`src/hdl/prl_pkg.sv`:
```
// ----------------------------------------------------------------------------
// prl_pkg
// shared widths, action codes and controller/datapath structs for the
// positional record list
// ----------------------------------------------------------------------------
`default_nettype none

package prl_pkg;

    // default sizing, handed down from the top level
    localparam int DEPTH_DEF      = 64;
    localparam int NAME_BYTES_DEF = 8;

    // fixed field widths of the request and response words
    localparam int ACTION_W = 2;
    localparam int POS_W    = 6;
    localparam int WORD_W   = 64;
    localparam int AGE_W    = 8;
    localparam int LEN_W    = 7;

    typedef enum logic [ACTION_W-1:0] {
        ACT_APPEND = 2'd0,
        ACT_READ   = 2'd1,
        ACT_DELETE = 2'd2,
        ACT_INSERT = 2'd3
    } action_t;

    // controller to datapath
    typedef struct packed {
        logic capture;
        logic write_new;
        logic read_issue;
        logic shift_init;
        logic shift_step;
        logic result_load;
    } prl_cmd_t;

    // datapath to controller
    typedef struct packed {
        action_t action;
        logic    refused;
        logic    shift_done;
        logic    out_free;
    } prl_stat_t;

endpackage

`default_nettype wire

```
`src/hdl/prl_ctrl.sv`:
```
// ----------------------------------------------------------------------------
// prl_ctrl
// request sequencer: decides, runs the shift loop and hands off the response
// ----------------------------------------------------------------------------
`default_nettype none

module prl_ctrl (
    input  wire logic                clk,
    input  wire logic                rst_n,
    input  wire logic                req_valid,
    output logic                     req_ready,
    input  wire prl_pkg::prl_stat_t  stat,
    output prl_pkg::prl_cmd_t        cmd
);
    import prl_pkg::*;

    typedef enum logic [1:0] {
        S_IDLE,
        S_DECIDE,
        S_SHIFT,
        S_DONE
    } state_t;

    state_t state_reg;
    state_t state_next;

    always_comb
    begin
        state_next = state_reg;
        cmd        = '0;
        req_ready  = 1'b0;
        unique case (state_reg)
            S_IDLE:
            begin
                req_ready = 1'b1;
                if (req_valid)
                begin
                    cmd.capture = 1'b1;
                    state_next  = S_DECIDE;
                end
            end
            S_DECIDE:
            begin
                if (stat.refused)
                begin
                    state_next = S_DONE;
                end
                else
                begin
                    unique case (stat.action)
                        ACT_APPEND:
                        begin
                            cmd.write_new = 1'b1;
                            state_next    = S_DONE;
                        end
                        ACT_READ:
                        begin
                            cmd.read_issue = 1'b1;
                            state_next     = S_DONE;
                        end
                        ACT_DELETE, ACT_INSERT:
                        begin
                            cmd.shift_init = 1'b1;
                            state_next     = S_SHIFT;
                        end
                    endcase
                end
            end
            S_SHIFT:
            begin
                if (stat.shift_done)
                begin
                    // slot at position is free once the copies drain
                    cmd.write_new = (stat.action == ACT_INSERT);
                    state_next    = S_DONE;
                end
                else
                begin
                    cmd.shift_step = 1'b1;
                end
            end
            S_DONE:
            begin
                if (stat.out_free)
                begin
                    cmd.result_load = 1'b1;
                    state_next      = S_IDLE;
                end
            end
        endcase
    end

    always_ff @(posedge clk or negedge rst_n)
    begin
        if (!rst_n)
        begin
            state_reg <= S_IDLE;
        end
        else
        begin
            state_reg <= state_next;
        end
    end

endmodule

`default_nettype wire

```
`config.mk`:
```
export PLATFORM = sky130hd
export DESIGN_NAME = prl_ctrl
export DESIGN_NICKNAME = d
export VERILOG_FILES = /design/src/hdl/prl_pkg.sv /design/src/hdl/prl_ctrl.sv
export SDC_FILE = /design/constraint.sdc
export NUM_CORES = 1
export LEC_CHECK = 0
export BUFFER_PORTS_ARGS = -buffer_cell sky130_fd_sc_hd__buf_4
export CAP_MARGIN = 20
export CORE_AREA = 8 8 45 47
export CTS_BUF_LIST = sky130_fd_sc_hd__clkbuf_16
export DETAILED_ROUTE_END_ITERATION = 7
export DIE_AREA = 0 0 53 55
export PLACE_DENSITY = 0.51
export RECOVER_POWER = 25
export SYNTH_ARGS = -nofsm -noshare
export SYNTH_HDL_FRONTEND = slang
export SYNTH_SLANG_ARGS = --single-unit
```
`constraint.sdc`:
```
create_clock -name clk -period 2.2 [get_ports clk]
set_input_delay 0.22 -clock clk [delete_from_list [all_inputs] [get_ports clk]]
set_output_delay 0.22 -clock clk [all_outputs]
set_load 0.05 [all_outputs]
```
==> metrics.md, run 1 <==
| Metric | Value |
|---|---|
| Status | finished clean |
| Max_cap viols | 0 |
| IO Count | 15 |
| Layout cell share with drive strength beyond 1 | 47.7% |
| Slowest CP cell | or4b_1 |
| Largest net degree at the start of global routing | 6 |
| Crit-path cells | inv_1, ha_1, or4b_1, a21boi_1, buf_4 |
| Setup_tns | 0 ns |
| Starting density of the core | a little under a fifth |
| Fmax | 0.513 GHz |
| Metal2 WL | 320 µm |
| Slowest stage delay, CP | 0.44 ns |
| Layout area overhead | 80.9% |
| Crit path launch type | register |
| Clock power share | a little under two fifths |
| Synth top area cells | ha_1 25%, dfrtp_1 20%, and2_1 4.9%, and4bb_2 4.9%, nor2b_1 4.9% |
| Leak | approximately 0.23 nW |
| Rows | 14 |
| Period Utilization, post-route | approximately 89% |
| Max FFs per register | 2 |
| Chip height | about 55 µm |
| Global Route Usage Sum | under 10% |
| Crit path max fanout | 5 |
| Avg WL per Cell | 10.3 µm |
| Fill cell count | 149 |
| Cell Area, Synth | 255 µm² |
| Fin crit period | about 1.9 ns |
| Via count | ~250 |
| Initial antenna violation count | 0 |
| Post-route ant nets | 0 |
| Sequential share of the synthesized area | between 15 and 20% |
| Gpl congestion | about 0.64 |
| Int Power | around 0.45 mW |
| Relative slew slack | 83.8% |
| Clock-pin slew of the registers on the worst-case setup and hold paths | approximately 0.030 ns |
| Core box area | 1380 µm² |
| Least-Margin Pin Slew | 0.241 ns |
| Cells after Synth | 26 |
| Post-synthesis sequential element count | 2 |
| CTS max path bufs | 2 |
| Critical path data required time | 1.98 ns |
| Post-synth top area share | 24.5% |
| Unique masters post-synth | 18 |
| Syn Area/Cell | 9.82 µm² |
| CTS tree | built |
| First-pass iteration count of the detailed router | 2 |
| Final Max Tran Viols | 0 |
| Root Driver | clkbuf_16 |
| Worst EP arrival | 1.73 ns |
| Met3 WL | 77 µm |
| Cts bufs inserted | 3 |
| Crit Reg-Reg Startpoint | state_reg[0] |
| Cell Pwr Density | 1580 nW/µm² |
| Unrepaired setup endpoints after global routing | false |
| Global-route wire length before repair | 1030 µm |
| Synth warnings | 0 |
| Vias/cell | 4.10 |
| Die W | 53 µm |
| Wire length on met1 | between 200 and 250 µm |
| Post-DP HPWL | 548 µm |
| Final global-route overflow total | 0 |
| Vias in the first global route | 272 |
| Combinational Power Share | 52.1% |
| Endpoints failing hold | 0 |
| DRC Markers | 0 |
| Crit end category | output port |
| Crit path from | state_reg[1] |
| Clock Latency Late Sink | 0.22 ns |
| Final WL | between 600 and 700 µm |
| Total power | 0.727 mW |
| Sequential share of power | between 10 and 15% |
| FF-to-FF setup slack | about 0.64 ns |
| Cell taking the most area after synthesis | ha_1 |
| Max layer used | met3 |
| Ant diodes | 0 |
| Psw | around 0.28 mW |
| Final nets | 59 |
| Worst Skew | 0.00264 ns |
| Worst IR drop on VDD | 0.000657 V |
| Die Area | 2920 µm² |
| Critical path type | register to output port |
| Port buffer count | 14 |
| H-tree levels | 1 |
| Clock Sinks | 2 |
| Final setup vio count | 0 |
| 1st-iter DRT viols | 2 |
| Worst Hold Class | primary input to asynchronous set/reset pin |
| Net Count, Synth | 39 |
| Sw Ratio | 38.6% |
[synth_stat cells (all sizes together)]
master,n
inv,2
nor2b,3
ha,5
mux2,1
nand4,1
a211oi,1
and2,2
or4b,1
nor3,1
nor4,1
dfrtp,2
a21boi,1
a2bb2oi,1
and3b,1
or2b,1
nor2,1
and4bb,1
[cell type report]
| type | count | area [µm²] | share of cell area (%) |
|---|---|---|---|
| inverters | 2 | 7.51 | 1.63 |
| repair buffers | 15 | 111 | 24.1 |
| multi-input cells | 22 | 198 | 42.8 |
| clock buffers | 3 | 75.1 | 16.3 |
| well taps | 16 | 20.0 | 4.34 |
| flip-flops and latches | 2 | 50.0 | 10.8 |
[cells in the final DEF (no fill, tap or decap), types with 2 or more instances in the layout]
cell type / count
and2_1: 2
buf_4: 13
clkbuf_16: 3
dfrtp_1: 2
ha_1: 5
inv_1: 2
nor2b_1: 2
[cells by family (layout without fill, tap and decap cells)]
logic type / after synthesis / count (layout) / synth area share, %
compound gates: 3 / 3 / 9.32
fa+ha+maj: 5 / 5 / 24.5
buf+inv: 2 / 20 / 2.94
flops: 2 / 2 / 19.6
mux: 1 / 1 / 4.41
simple gates: 13 / 13 / 39.2
[power groups by stage]
| stage | clock network (mW) | registers [mW] | logic (mW) |
|---|---|---|---|
| 3_3_place_gp | 0 | 0.0803 | 0.387 |
| 5_1_grt | 0.279 | 0.0844 | 0.416 |
| 3_5_place_dp | 0 | 0.0805 | 0.384 |
| 4_1_cts | 0.274 | 0.0800 | 0.386 |
| 2_1_floorplan | 0 | 0.0761 | 0.290 |
| 6_report | 0.268 | 0.0797 | 0.379 |
[per-stage QoR]
stage	setup WS [ns]	instance area, µm²	hold slack (ns)	instances	util [%]
floorplan	0.142	255	-0.0756	26	-
global placement	0.500	380	0.00397	56	27.5
detailed placement	0.463	380	0.00483	56	27.5
CTS	0.233	465	0.318	60	33.6
global route	0.110	462	0.325	60	33.4
finish	0.252	462	0.317	60	33.4
[metal layers]
layer	vias to the layer above	GRT usage, %
met1	107	4.56
met5	-	0
met3	0	4.01
met4	0	1.29
li1	131	-
met2	8	7.81
[worst paths after layout]
path | end | depth (start not counted)
hold reg to reg | state_reg[1] | 1
setup / recovery | cmd[4] | 5
max in group asynchronous | state_reg[0] | 2
setup reg to reg | state_reg[1] | 5
min in group clk | state_reg[0] | 4
hold / removal | state_reg[1] | 2
[worst max-delay path, delay by kind of cell (launching register included)]
family	cells	cell delay (ns)
AOI/OAI and AO/OA	1	0.14
adders and majority gates	1	0.20
buffers and inverters	2	0.32
DFF	1	0.40
and+or+nand+nor	1	0.44
[timing repair]
action | in CTS | in global routing
endpoints found under the hold margin | 2 | 0
hold buffers | 1 | 0
gates resized for setup | 0 | 0
setup buffers | 0 | 0
(Power assumes the default switching activity.)
==> inputs of run 2 (changes only) <==
--- a/config.mk
+++ b/config.mk
@@ -11,7 +11,7 @@
 export CTS_BUF_LIST = sky130_fd_sc_hd__clkbuf_16
 export DETAILED_ROUTE_END_ITERATION = 7
 export DIE_AREA = 0 0 53 55
-export PLACE_DENSITY = 0.51
+export PLACE_DENSITY = 0.46
 export RECOVER_POWER = 25
 export SYNTH_ARGS = -nofsm -noshare
 export SYNTH_HDL_FRONTEND = slang
==> metrics.md, run 2 (synthesis results as in run 1) <==
| Metric | Value |
|---|---|
| Status | finished clean |
| Commonest non-fill, non-tap cell in the layout | buf_4 |
| Initial antenna violation count | 0 (unchanged) |
| Post-DP HPWL | 545 µm (-0.53%) |
| Crit end category | output port |
| Crit path max fanout | 5 (unchanged) |
| Avg WL per Cell | 10.4 µm (+1.5%) |
| Worst Skew | 0.00237 ns (-0.000270 ns) |
| Port buffer count | 14 (unchanged) |
| Critical path type | register to output port |
| Unrepaired setup endpoints after global routing | false |
| Die Area | 2920 µm² (unchanged) |
| Endpoints failing hold | 0 (unchanged) |
| Worst IR drop on VDD | 0.000413 V (-37%) |
| Crit-path cells | inv_1, ha_1, or4b_1, a21boi_1, buf_4 |
| Rows | 14 (unchanged) |
| Period Utilization, post-route | 89.7% (+1.2 points) |
| Crit path from | state_reg[1] |
| H-tree levels | 1 (unchanged) |
| Vias in the first global route | 263 (-3.3%) |
| Via count | 259 (+5.3%) |
| 1st-iter DRT viols | 4 (+2) |
| Placed Area | 380 µm² (unchanged) |
| Crit Reg-Reg Startpoint | state_reg[0] |
| Setup_tns | 0 ns (unchanged) |
| Post-route ant nets | 0 (unchanged) |
| CTS tree | built |
| Final WL | 625 µm (+1.5%) |
| Global-route wire length before repair | 1010 µm (-1.4%) |
| Final setup vio count | 0 (unchanged) |
| CTS max path bufs | 2 (unchanged) |
| Slowest stage delay, CP | 0.44 ns (about the same) |
| Fin crit period | 1.97 ns (+0.0264 ns) |
| Worst r2r dst | state_reg[1] |
| Slowest CP cell | or4b_1 |
| Fill cell count | 152 (+2.0%) |
| Worst Hold Class | primary input to asynchronous set/reset pin |
| DRC Markers | 0 (unchanged) |
| Relative slew slack | 84.2% (+0.45 points) |
| Core box area | 1380 µm² (unchanged) |
| Cts bufs inserted | 3 (unchanged) |
| Layout area overhead | 80.9% (unchanged) |
| Layout cell share with drive strength beyond 1 | 47.7% (unchanged) |
| FF-to-FF setup slack | 0.63 ns (about the same) |
| Final global-route overflow total | 0 (unchanged) |
| First-pass iteration count of the detailed router | 4 (+2) |
| Clock Sinks | 2 (unchanged) |
| Critical path data required time | 1.98 ns (about the same) |
| Ant diodes | 0 (unchanged) |
| Reg2reg path depth | 5 (unchanged) |
| Clock Latency Late Sink | 0.22 ns (about the same) |
| Vias/cell | 4.32 (+5.3%) |
| Cell Pwr Density | 1570 nW/µm² (-0.40%) |
| Final nets | 59 (unchanged) |
| Root Driver | clkbuf_16 |
| Leak | 0.228 nW (unchanged) |
| Max FFs per register | 2 (unchanged) |
| Die W | 53 µm (unchanged) |
| Global Route Usage Sum | 4.70% (-0.11 points) |
| Chip height | 55 µm (unchanged) |
| Crit path launch type | register |
| Largest net degree at the start of global routing | 6 (unchanged) |
| Starting density of the core | 18.4% (unchanged) |
| Max_cap viols | 0 (unchanged) |
| Setup Fix Bufs, Post-CTS | 0 (unchanged) |
| Least-Margin Pin Slew | 0.234 ns (-0.00662 ns) |
| Fmax | 0.507 GHz (-1.3%) |
| Clock-pin slew of the registers on the worst-case setup and hold paths | 0.03 ns (about the same) |
| Worst EP arrival | 1.75 ns (+0.02 ns) |
| Final Max Tran Viols | 0 (unchanged) |
| Gpl congestion | 0.654 (+1.5%) |
| Most frequent cells in the layout | 13 x buf_4, 5 x ha_1, 3 x clkbuf_16 |
| Post-route cell area | 462 µm² (unchanged) |
| CP Capture Point | cmd[4] |
| IO Count | 15 (unchanged) |
-- run 2: cell counts in the layout (fill, tap and decap cells not counted) --
No cell type changed its count.
-- run 2: how the worst min path moves through the flow --
stage	from	end	depth (start not counted)
after floorplan	rst_n	state_reg[0]	0
after global placement	rst_n	state_reg[1]	1
after detailed placement	rst_n	state_reg[1]	1
after CTS	rst_n	state_reg[0]	2
after global routing	rst_n	state_reg[0]	2
final	rst_n	state_reg[0]	2
-- run 2: metal layers --
metal | up-vias | GRT usage, % | wire (µm)
met2 | 10 | 7.81 | 318
li1 | 131 | - | -
met4 | 0 | 2.59 | 0
met3 | 0 | 2.94 | 75
met1 | 118 | 4.40 | 231
met5 | - | 0 | 0
-- run 2: final cells by class --
| type | count | area, µm² | area share [%] |
|---|---|---|---|
| multi-input combinational | 22 | 198 | 42.8 |
| timing repair buffer | 15 | 111 | 24.1 |
| clock buffer | 3 | 75.1 | 16.3 |
| inverter | 2 | 7.51 | 1.63 |
| sequential | 2 | 50.0 | 10.8 |
| tap | 16 | 20.0 | 4.34 |
-- run 2: timing repair --
item                      4_1_cts  5_1_grt
resized for setup               0        0
hold endpoints to repair        2        0
hold buffers                    1        0
-- run 2: report_power, final --
group	internal [mW]	switching, mW
combinational	0.156	0.217
clock	0.231	0.0395
sequential	0.0584	0.0229
-- run 2: stage by stage --
stage | setup WS [ns] | total power [mW] | hold slack, ns | cells | utilization [%]
6_report | 0.226 | 0.725 | 0.321 | 60 | 33.4
2_1_floorplan | 0.142 | 0.366 | -0.0756 | 26 | -
3_3_place_gp | 0.474 | 0.464 | 0.00261 | 56 | 27.5
4_1_cts | 0.218 | 0.738 | 0.319 | 60 | 33.6
3_5_place_dp | 0.454 | 0.463 | 0.00365 | 56 | 27.5
5_1_grt | 0.137 | 0.783 | 0.347 | 60 | 33.4
-- run 2: critical path, delay by kind of cell (launching register included) --
kind | cells | cell delay (ns)
flops | 1 | 0.41
simple gates | 1 | 0.44
compound gates | 1 | 0.15
buf+inv | 2 | 0.34
fa+ha+maj | 1 | 0.20
==> inputs of run 3 (changes only) <==
--- a/config.mk
+++ b/config.mk
@@ -7,12 +7,13 @@
 export LEC_CHECK = 0
 export BUFFER_PORTS_ARGS = -buffer_cell sky130_fd_sc_hd__buf_4
 export CAP_MARGIN = 20
-export CORE_AREA = 8 8 45 47
+export CORE_AREA = 5 5 42 44
 export CTS_BUF_LIST = sky130_fd_sc_hd__clkbuf_16
 export DETAILED_ROUTE_END_ITERATION = 7
-export DIE_AREA = 0 0 53 55
+export DIE_AREA = 0 0 47 49
 export PLACE_DENSITY = 0.46
 export RECOVER_POWER = 25
+export SETUP_SLACK_MARGIN = 0.05
 export SYNTH_ARGS = -nofsm -noshare
 export SYNTH_HDL_FRONTEND = slang
 export SYNTH_SLANG_ARGS = --single-unit
==> constraint.sdc (replaced) <==
create_clock -name clk -period 2.3 [get_ports clk]
set_input_delay 0.23 -clock clk [delete_from_list [all_inputs] [get_ports clk]]
set_output_delay 0.23 -clock clk [all_outputs]
set_load 0.05 [all_outputs]
==> metrics.md, run 3 (synthesis results as in run 1) <==
| Metric | Value |
|---|---|
| Status | finished clean |
| Layout area overhead | 80.9% (unchanged) |
| Worst Hold Class | primary input to asynchronous set/reset pin |
| Crit path max fanout | 5 (unchanged) |
| Cell Pwr Density | 1520 nW/µm² (-3.3%) |
| Clock Latency Late Sink | 0.22 ns (about the same) |
| Relative slew slack | 83.2% (-1.0 points) |
| Unrepaired setup endpoints after global routing | false |
| Final setup vio count | 0 (unchanged) |
| Layer with the highest usage | met2 |
| Total power | 0.701 mW (-3.3%) |
| Setup_tns | 0 ns (unchanged) |
| Layout cell share with drive strength beyond 1 | 47.7% (unchanged) |
| Reg2reg path depth | 5 (unchanged) |
| Worst EP arrival | 1.74 ns (about the same) |
| Clock Sinks | 2 (unchanged) |
| IO Count | 15 (unchanged) |
| Post-Place Worst Slack | 0.550 ns (+0.0956 ns) |
| Crit path launch type | register |
| Post-DP HPWL | 520 µm (-4.7%) |
| Endpoints failing hold | 0 (unchanged) |
| Avg WL per Cell | 10.6 µm (+1.6%) |
| Critical path type | register to output port |
| Most frequent cells in the layout | 13 x buf_4, 5 x ha_1, 3 x clkbuf_16 |
| Initial antenna violation count | 0 (unchanged) |
| Via count | 252 (-2.7%) |
| CTS tree | built |
| Vias/cell | 4.20 (-2.7%) |
| Gpl congestion | 0.719 (+10%) |
| Starting density of the core | 18.2% (-0.23 points) |
| Final nets | 59 (unchanged) |
| Largest net degree at the start of global routing | 6 (unchanged) |
| Vias in the first global route | 254 (-3.4%) |
| Cts bufs inserted | 3 (unchanged) |
| Post-route ant nets | 0 (unchanged) |
| Fin crit period | 1.97 ns |
| Die W | 47 µm (-11%) |
| DRC Markers | 0 (unchanged) |
| Port buffer count | 14 (unchanged) |
| Met2 Resource Use GR | 11.1% (+3.3 points) |
| Ant diodes | 0 (unchanged) |
| Least-Margin Pin Slew | 0.249 ns (+0.0149 ns) |
| Global Route Usage Sum | 6.27% (+1.6 points) |
| Worst IR drop on VDD | 0.000603 V (+46%) |
| Crit end category | output port |
| FF-to-FF setup slack | 0.74 ns (+0.11 ns) |
| Max_cap viols | 0 (unchanged) |
| Resized cells post-CTS | 0 (unchanged) |
| Chip height | 49 µm (-11%) |
| Min Hold Slack | 0.330 ns (+0.00887 ns) |
| Max FFs per register | 2 (unchanged) |
| Core box area | 1400 µm² (+1.3%) |
| Worst Skew | 0.00000291 ns (-0.00236 ns) |
| Final WS setup | 0.327 ns (+0.101 ns) |
| Met3 usage | 1.11% (-1.8 points) |
| Critical path data required time | 2.07 ns (+0.09 ns) |
| H-tree levels | 1 (unchanged) |
| Root Driver | clkbuf_16 |
| M1 GR Usage | 5.49% (+1.1 points) |
| Die Area | 2300 µm² (-21%) |
| Fmax | between 0.5 and 0.6 GHz |
| Commonest non-fill, non-tap cell in the layout | buf_4 |
| CTS max path bufs | 2 (unchanged) |
| Clock-pin slew of the registers on the worst-case setup and hold paths | 0.03 ns (about the same) |
| Placed instance count | 56 (unchanged) |
| Final WL | 635 µm (+1.6%) |
| Final Max Tran Viols | 0 (unchanged) |
| Leak | 0.228 nW (unchanged) |
| 1st-iter DRT viols | 3 (-1) |
| First-pass iteration count of the detailed router | 4 (unchanged) |
| Rows | 14 (unchanged) |
| Global-route wire length before repair | 1010 µm (-0.69%) |
| Final global-route overflow total | 0 (unchanged) |
| Period Utilization, post-route | 85.8% |
| Finished Layout Cells | 60 (unchanged) |
==> run 3: cell counts in the layout (fill, tap and decap cells not counted) <==
Identical to the previous run, type by type.
==> run 3: power breakdown <==
part           internal [mW]  switching (mW)  total [mW]  leakage, nW
Combinational          0.151           0.215       0.366        0.168
Clock                  0.221          0.0378       0.259       0.0370
Sequential            0.0559          0.0204      0.0762       0.0229
Total                  0.428           0.273       0.701        0.228
==> run 3: cell type report <==
class                      instances  area [µm²]
tap                               16        20.0
sequential                         2        50.0
fill                             156         940
inverter                           2        7.51
multi-input combinational         22         198
clock buffer                       3        75.1
timing repair buffer              15         111
==> run 3: critical path, stage by stage (launching register included) <==
cell and delay (ns):
dfrtp_1 0.40, inv_1 0.12, ha_1 0.20, or4b_1 0.45, a21boi_1 0.14, buf_4 0.22
==> run 3: routing by layer <==
metal	part of all wire, %	wire [µm]
met5	0	0
met4	0	0
met3	0.79	5
met2	64	404
met1	35	225
==> run 3: repair_timing <==
item / in CTS / in global routing
buffers inserted: 0 / 0
hold buffers: 1 / 0
hold endpoints to repair: 2 / 0
==> run 3: final timing paths <==
check / start / end
max: state_reg[1] / cmd[4]
max reg2reg: state_reg[0] / state_reg[1]
min: rst_n / state_reg[1]
min in group clk: stat[0] / state_reg[0]
max in group asynchronous: rst_n / state_reg[0]
min reg2reg: state_reg[1] / state_reg[1]
==> run 3: per-stage QoR <==
step	instance area, µm²	utilization [%]
after floorplan	255	-
final	462	32.9
after global routing	462	32.9
after detailed placement	380	27.1
after global placement	380	27.1
after CTS	465	33.2
